## config.mk

```make
export PLATFORM = sky130hd
export DESIGN_NAME = gftlp_cordic
export DESIGN_NICKNAME = d
export VERILOG_FILES = /design/src/gftlp_pkg.sv /design/src/gftlp_cordic.sv
export SDC_FILE = /design/constraint.sdc
export NUM_CORES = 1
export LEC_CHECK = 0
export BUFFER_PORTS_ARGS = -buffer_cell sky130_fd_sc_hd__buf_2
export CORE_ASPECT_RATIO = 1.5
export CORE_MARGIN = 2
export CORE_UTILIZATION = 40
export DETAILED_ROUTE_END_ITERATION = 6
export PLACE_DENSITY_LB_ADDON = 0.12
export SYNTH_ARGS = -nofsm -noshare
export SYNTH_HDL_FRONTEND = slang
export SYNTH_SLANG_ARGS = --single-unit
```

## constraint.sdc

```tcl
create_clock -name clock -period 15.95 [get_ports clock]
set_clock_uncertainty 0.15 [all_clocks]
set_input_delay 1.595 -clock clock [delete_from_list [all_inputs] [get_ports clock]]
set_output_delay 1.595 -clock clock [all_outputs]
set_load 0.005 [all_outputs]
```

## src/gftlp_pkg.sv

```systemverilog
// ---------------------------------------------------------------------------
// GNSS fix to local pose: shared package
// Widths, fixed-point constants, sequencer states and the CORDIC arctangent
// table.
// ---------------------------------------------------------------------------
package gftlp_pkg;

   localparam int unsigned XyW   = 34;
   localparam int unsigned ZW    = 33;
   localparam int unsigned MulW  = 35;
   localparam int unsigned ProdW = 2 * MulW;
   localparam int unsigned CordicSteps = 28;
   localparam int unsigned StepW = $clog2(CordicSteps);

   localparam logic signed [MulW-1:0] MmPerUnitQ24  = 35'sd186554130;
   localparam logic signed [MulW-1:0] MeanlatToBam  = 35'sd2562047788;
   localparam logic signed [MulW-1:0] HalfangToBam  = 35'sd3909374677;
   localparam logic signed [XyW-1:0]  CordicGainQ30 = 34'sd652032874;

   localparam logic [1:0] FixNone = 2'd3;

   typedef enum logic [2:0] {
      ST_IDLE,
      ST_BAM,
      ST_ROT_GO,
      ST_ROT_WAIT,
      ST_MUL,
      ST_OUT
   } gftlp_state_type;

   function automatic logic signed [ZW-1:0] atan_bam(input logic [StepW-1:0] idx);
      logic signed [ZW-1:0] v;
      case (idx)
         5'd0:  v = 33'sh020000000;
         5'd1:  v = 33'sh012E4051E;
         5'd2:  v = 33'sh009FB385B;
         5'd3:  v = 33'sh0051111D4;
         5'd4:  v = 33'sh0028B0D43;
         5'd5:  v = 33'sh00145D7E1;
         5'd6:  v = 33'sh000A2F61E;
         5'd7:  v = 33'sh000517C55;
         5'd8:  v = 33'sh00028BE53;
         5'd9:  v = 33'sh000145F2F;
         5'd10: v = 33'sh0000A2F98;
         5'd11: v = 33'sh0000517CC;
         5'd12: v = 33'sh000028BE6;
         5'd13: v = 33'sh0000145F3;
         5'd14: v = 33'sh00000A2FA;
         5'd15: v = 33'sh00000517D;
         5'd16: v = 33'sh0000028BE;
         5'd17: v = 33'sh00000145F;
         5'd18: v = 33'sh000000A30;
         5'd19: v = 33'sh000000518;
         5'd20: v = 33'sh00000028C;
         5'd21: v = 33'sh000000146;
         5'd22: v = 33'sh0000000A3;
         5'd23: v = 33'sh000000051;
         5'd24: v = 33'sh000000029;
         5'd25: v = 33'sh000000014;
         5'd26: v = 33'sh00000000A;
         5'd27: v = 33'sh000000005;
         default: v = '0;
      endcase
      return v;
   endfunction

   function automatic logic signed [31:0] sat32(input logic signed [ProdW-1:0] v);
      logic signed [31:0] r;
      if (v > 70'sd2147483647) begin
         r = 32'sh7FFFFFFF;
      end else if (v < -70'sd2147483648) begin
         r = 32'sh80000000;
      end else begin
         r = v[31:0];
      end
      return r;
   endfunction

endpackage

```

## src/gftlp_cordic.sv

```systemverilog
// ---------------------------------------------------------------------------
// GNSS fix to local pose: iterative CORDIC
// Cosine and sine in Q30 of a 32-bit binary angle, one rotation step a cycle.
// ---------------------------------------------------------------------------
module gftlp_cordic import gftlp_pkg::*; (
   input  logic                  clock,
   input  logic                  reset,
   input  logic                  start,
   input  logic [31:0]           angle,
   output logic                  done,
   output logic signed [XyW-1:0] cos_val,
   output logic signed [XyW-1:0] sin_val
);

   logic                  run_ff, run_in;
   logic                  done_ff, done_in;
   logic [StepW-1:0]      i_ff, i_in;
   logic [1:0]            q_ff, q_in;
   logic signed [XyW-1:0] x_ff, x_in, y_ff, y_in;
   logic signed [ZW-1:0]  z_ff, z_in;
   logic [31:0]           qsum, rem;
   logic signed [XyW-1:0] xs, ys;
   logic signed [ZW-1:0]  at;

   always_comb begin
      qsum = angle + 32'h20000000;
      rem  = angle - {qsum[31:30], 30'd0};
      xs   = x_ff >>> i_ff;
      ys   = y_ff >>> i_ff;
      at   = atan_bam(i_ff);
      run_in  = run_ff;
      done_in = 1'b0;
      i_in = i_ff;
      q_in = q_ff;
      x_in = x_ff;
      y_in = y_ff;
      z_in = z_ff;
      if (start) begin
         run_in = 1'b1;
         i_in = '0;
         q_in = qsum[31:30];
         x_in = CordicGainQ30;
         y_in = '0;
         z_in = $signed({rem[31], rem});
      end else if (run_ff) begin
         if (!z_ff[ZW-1]) begin
            x_in = x_ff - ys;
            y_in = y_ff + xs;
            z_in = z_ff - at;
         end else begin
            x_in = x_ff + ys;
            y_in = y_ff - xs;
            z_in = z_ff + at;
         end
         i_in = i_ff + 1'b1;
         if (i_ff == StepW'(CordicSteps - 1)) begin
            run_in  = 1'b0;
            done_in = 1'b1;
         end
      end
   end

   always_ff @(posedge clock) begin
      if (reset) begin
         run_ff  <= 1'b0;
         done_ff <= 1'b0;
      end else begin
         run_ff  <= run_in;
         done_ff <= done_in;
      end
      i_ff <= i_in;
      q_ff <= q_in;
      x_ff <= x_in;
      y_ff <= y_in;
      z_ff <= z_in;
   end

   always_comb begin
      case (q_ff)
         2'd0: begin
            cos_val = x_ff;
            sin_val = y_ff;
         end
         2'd1: begin
            cos_val = -y_ff;
            sin_val = x_ff;
         end
         2'd2: begin
            cos_val = -x_ff;
            sin_val = -y_ff;
         end
         default: begin
            cos_val = y_ff;
            sin_val = -x_ff;
         end
      endcase
   end

   assign done = done_ff;

endmodule

```

======== Yosys cells after proc, flatten, opt, wreduce, memory -nomap -nowiden ========
Memories as Yosys holds them, arrays and structs flattened. A register that Yosys moved wholly into a read port is not among the register bits.
Cells that the tools add are included.
word-level totals
  memories ................................ 1
  ROM bits ................................ 960
  register bits after elaboration ......... 110
  input bits .............................. 35
  logic and storage cells ................. 41
memories
  memory           words  width  read ports  clocked after Yosys merged registers in  wr ports  RTL line         text
  (no name shown)  32     30     1           1                                        0         gftlp_pkg.sv:33  case (idx)
cells by class
  reduce and logical (&&, ||, !) cells .... 3
  mux-type cells .......................... 13
  bitwise gates (word level) .............. 1
  $add $sub $neg .......................... 11
  shifts and indexed selects .............. 2
  equal/unequal tests ..................... 3
operator list
  kind                                                 number
  case mux 34 bit (3 select lines)                     2
  two-way mux 33 bit                                   3
  adder 34 bit                                         2
  two-way mux 34 bit                                   2
  negator 34 bit                                       2
  >>> shifter 34 x 5 -> 34 bit                         2
  subtractor 34 bit                                    2
  adder 33 bit                                         1
  subtractor 33 bit                                    1
  adder 32 x 30 -> 32 bit, second input constant       1
  subtractor 32 bit                                    1
  two-way mux 5 bit                                    2
  adder 5 x 1 -> 5 bit, second input constant          1
  equality test 5 bit, second input constant           1
  two-way mux 1 bit                                    4
  OR reduction 3 bit                                   1
  equality test 2 x 1 -> 1 bit, second input constant  1
  equality test 2 bit, second input constant           1
  logical NOT 2 bit                                    1
  nonzero test 2 bit                                   1
  NOT 1 bit                                            1

======== Depth between registers and ports, before layout ========
  depth in word-level cells ............... 4
  gate-level depth with buffers ........... 27
  depth with buffers taken out ............ 21

======== Worst setup path after synthesis ========
OpenSTA, ideal clock, no wires.
  kind .................................... reg2reg
  from .................................... register i_ff[1]
  to ...................................... register y_ff[33]
  arrival time ............................ 5.603 ns
  cell stages (with the launch flop) ...... 22
  clock period less this slack ............ 5.876 ns
  data required time ...................... 15.677 ns
  setup time .............................. 0.123 ns
  slack ................................... 10.074 ns
  cells stage by stage .................... dfxtp_1 > buf_6 > buf_8 > mux4_1 > mux2_2 > mux4_2 > a41oi_1 > nand4b_1 > nor2_1 > a41oi_1 > xor2_1 > ha_1 > a21o_1 > a21o_1 > a21o_1 > and2_1 > o311ai_0 > o21a_1 > o31ai_1 > or4_1 > nand4_1 > mux2_1
on the way
  cells in the longest elaborated chain, start to end .. 3
ends and longest elaborated chain
  what                                               RTL line                                text
  start, declared                                    gftlp_cordic.sv:17                      logic [StepW-1:0] i_ff, i_in;
  start signal, assigned                             gftlp_cordic.sv:71                      i_ff <= i_in;
  >>> shifter 34 x 5 -> 34 bit *                     gftlp_cordic.sv:28                      xs = x_ff >>> i_ff;
  adder 34 bit or subtractor 34 bit (tied branches)  gftlp_cordic.sv:48, gftlp_cordic.sv:52
  two-way mux 34 bit *                               gftlp_cordic.sv:46                      if (!z_ff[ZW-1]) begin
  end signal, assigned                               gftlp_cordic.sv:74                      y_ff <= y_in;
  end, declared                                      gftlp_cordic.sv:19                      logic signed [XyW-1:0] x_ff, x_in, y_ff, y_in;
Every way passes the cells marked *; elsewhere a longest branch is shown, timed or not.
A chain may end at the register's enable or synchronous reset.

======== Final worst setup path ========
Ends and elaborated chain as after synthesis.

==> reports/metrics.csv <==
metric,value,unit
ys_ff_latch,140,
holdCritPathClass,flip-flop to flip-flop,
post-place-cells,3093,
max_stage_delay,810,ps
cts-buffers-inserted,17,
cp_max_fo,66,
rsz0062_at_grt,false,
cp-end-kind,flip-flop,
drtAntennaViolNets,0,
synth_cell_types,96,
synth_most_common_cell,nor2_1,
wl_per_cell,23.71,um
start_kind,flip-flop,
synth_common_cells,"nor2_1 (270), nand2_1 (241), a21oi_1 (226), o21ai_0 (167), xnor2_1 (153)",
dp_hpwl,56800,um
syn_avg_cell_area,7.861,um^2
drv_cap,0,
synth-async-reset-ratio,0,
worst_slew_pin_slew,1255,ps
slowest_stage,buf_4,
num_rows,99,
power.total,4.860,mW
relSlewSlack,0.1566,
netlist_area,19480,um^2
worstHoldEndpoint,y_ff[0],
place.gp.congestion,0.9813,
fillCellCount,4992,
synth_warnings,0,
clk_latency,470,ps
drtPass1Iterations,6,
cts.sinks,140,
cp_cell_sequence,buf_4 > mux4_1 > mux2_2 > mux4_2 > a41oi_1 > nand4b_1 > nor2_1 > nor2_1 > xnor2_1 > ha_1 > and3_1 > and2_1 > a211o_1 > o311ai_0 > o21a_1 > o31ai_1 > or4_1 > nand4_1 > mux2_1,
grt_pass1_vias,18850,
status,finished clean,
synth_edf_count,35,
postCtsHoldBufs,0,
crit_arrival,8300,ps
cts.htree.levels,4,
initial_core_util,0.4022,
final_layout_size_suffix_gt1_frac,0.1341,
final_core_util,0.4295,
setup-violations-final,0,
crit_top_cell,nor2_1,
hold_violations,0,
clockBufferDepth,2,
grt_overflow,0,
cts_setup_buffers,0,
design_area,20800,um^2
die_height,274.3,um
drtIter0Drc,1180,
cp.required,16160,ps
fmax,0.1237,GHz
drc_errors,0,
path_class,flip-flop to flip-flop,
r2r_cells,19,
ys.flop_type,dfxtp_1,
drv_slew,0,
yosys.area.top_type,dfxtp_1,
cellLeakagePower,8.509,nW
grt_first_pass_wirelength,111800,um
timing.final.ws_setup,7863,ps
area_growth,6.796,%
r2r_slack,7860,ps
worst_ir_drop_vdd,118.5,uV
fp.dieArea,50520,um^2
synth_area_leaders,"dfxtp_1 (11%), mux4_2 (9.0%), ha_1 (7.3%), xnor2_1 (6.9%), a21oi_1 (5.8%)",
hold_ws,449.1,ps
fin_crit,8087,ps
diodes,0,
grt_use_total,0.2935,
reg2reg_to,y_ff[33],
dieWidth,184.2,um
fin_crit_sh,0.5070,
power_density,233.6,nW/um^2
hold_depth,2,
root_buffer,clkbuf_16,
tns,0,ps
clkTransAtPathRegs,80,ps
layout.nets,2607,
cts_repair_resize_count,0,
cts_tree,built,
instances_no_fill,3125,
r2r_start,i_ff[1],
io_pins,104,
hp-start,y_ff[0],
synth_top_area_frac,0.1079,
wirelength,74100,um
place_area,20250,um^2
synth_fp_nets,2629,
placement.io_buffers,103,
route.vias.total,19170,
viasPerCell,6.134,
synthesis.instances,2478,
antenna_found_initial,2,
dp_slack,7875,ps
grt_max_degree,88,
yosysSeqAreaShare,0.1619,
core-area,48430,um^2
## layout make-up
class | count | area [um^2] | share of cell area
multi-input combinational | 2081 | 15160 | 0.7289
sequential | 140 | 3166 | 0.1522
timing repair buffer | 145 | 833.3 | 0.04006
tap | 656 | 820.8 | 0.03945
clock buffer | 17 | 425.4 | 0.02045
inverter | 71 | 266.5 | 0.01281
clock inverter | 15 | 127.6 | 0.006135
## worst max-delay path: cells and delay by family, from the launching register on
| family | cells | cell delay, ps |
|---|---|---|
| AO/OA/AOI/OAI | 5 | 1770 |
| AND/OR/NAND/NOR | 7 | 1980 |
| flip-flops | 1 | 570 |
| XOR/XNOR | 1 | 370 |
| buffers and inverters | 1 | 810 |
| multiplexers | 4 | 1930 |
| adder cells (fa/ha/maj) | 1 | 350 |
## placed cells by master (no fill, tap or decap), drive strengths merged, types with 9 or more instances in the layout
| cell | instances |
|---|---|
| nor2 | 270 |
| nand2 | 241 |
| a21oi | 226 |
| o21ai | 168 |
| xnor2 | 153 |
| buf | 145 |
| ha | 113 |
| dfxtp | 105 |
| xor2 | 98 |
| mux4 | 89 |
| mux2i | 78 |
| inv | 76 |
| nor3 | 55 |
| a21o | 53 |
| mux2 | 43 |
| nand2b | 37 |
| a31oi | 37 |
| edfxtp | 35 |
| a211oi | 33 |
| nand3 | 30 |
| o31ai | 26 |
| and2 | 24 |
| o21a | 22 |
| o211ai | 21 |
| clkbuf | 17 |
| or3 | 17 |
| nor2b | 16 |
| nand4 | 16 |
| and3 | 14 |
| o21bai | 13 |
| nor4 | 12 |
| nor3b | 11 |
| a22o | 11 |
| or2 | 10 |
| or4 | 10 |
| o22ai | 9 |
| o41ai | 9 |
## per-layer routing
layer / global-route usage / vias to the layer above / wire [um]
met4: 0.2162 / 2 / 5939
met2: 0.5412 / 720 / 38100
met5: 0 / - / 13
li1: - / 9047 / -
met3: 0.03865 / 267 / 3515
met1: 0.3010 / 9132 / 26530
## sequential cells by signal, summed over array words and instances, names as in the netlist
register / cells
x_ff: 34
y_ff: 34
z_ff: 33
at: 30
i_ff: 5
q_ff: 2
done: 1
run_ff: 1
## power breakdown
group          internal (mW)  switching, mW
Combinational           1.59           2.15
Clock                  0.205          0.206
Sequential             0.495          0.215
Total                   2.29           2.57
## kinds of logic (layout without fill, tap and decap cells)
logic type      count (synthesis)  count (layout)  share of synthesized area
compound gates                714             714                     0.2301
xor+xnor                      251             251                     0.1129
fa+ha+maj                     116             116                    0.07566
buf+inv                       257             248                    0.05980
flops                         140             140                     0.1619
mux                           210             210                     0.1699
simple gates                  790             790                     0.1898
## worst max path at each step
stage                  from       end  slack (ps)  depth (start not counted)
CTS                 i_ff[1]  y_ff[33]        7860                         19
finish              i_ff[1]  y_ff[33]        7860                         19
detailed placement  i_ff[1]  y_ff[33]        7880                         19
global placement    i_ff[1]  y_ff[33]        8000                         19
floorplan           i_ff[1]  y_ff[33]       10070                         21
global route        i_ff[1]  y_ff[33]        7460                         19
Power figures use the tool's default switching activity.
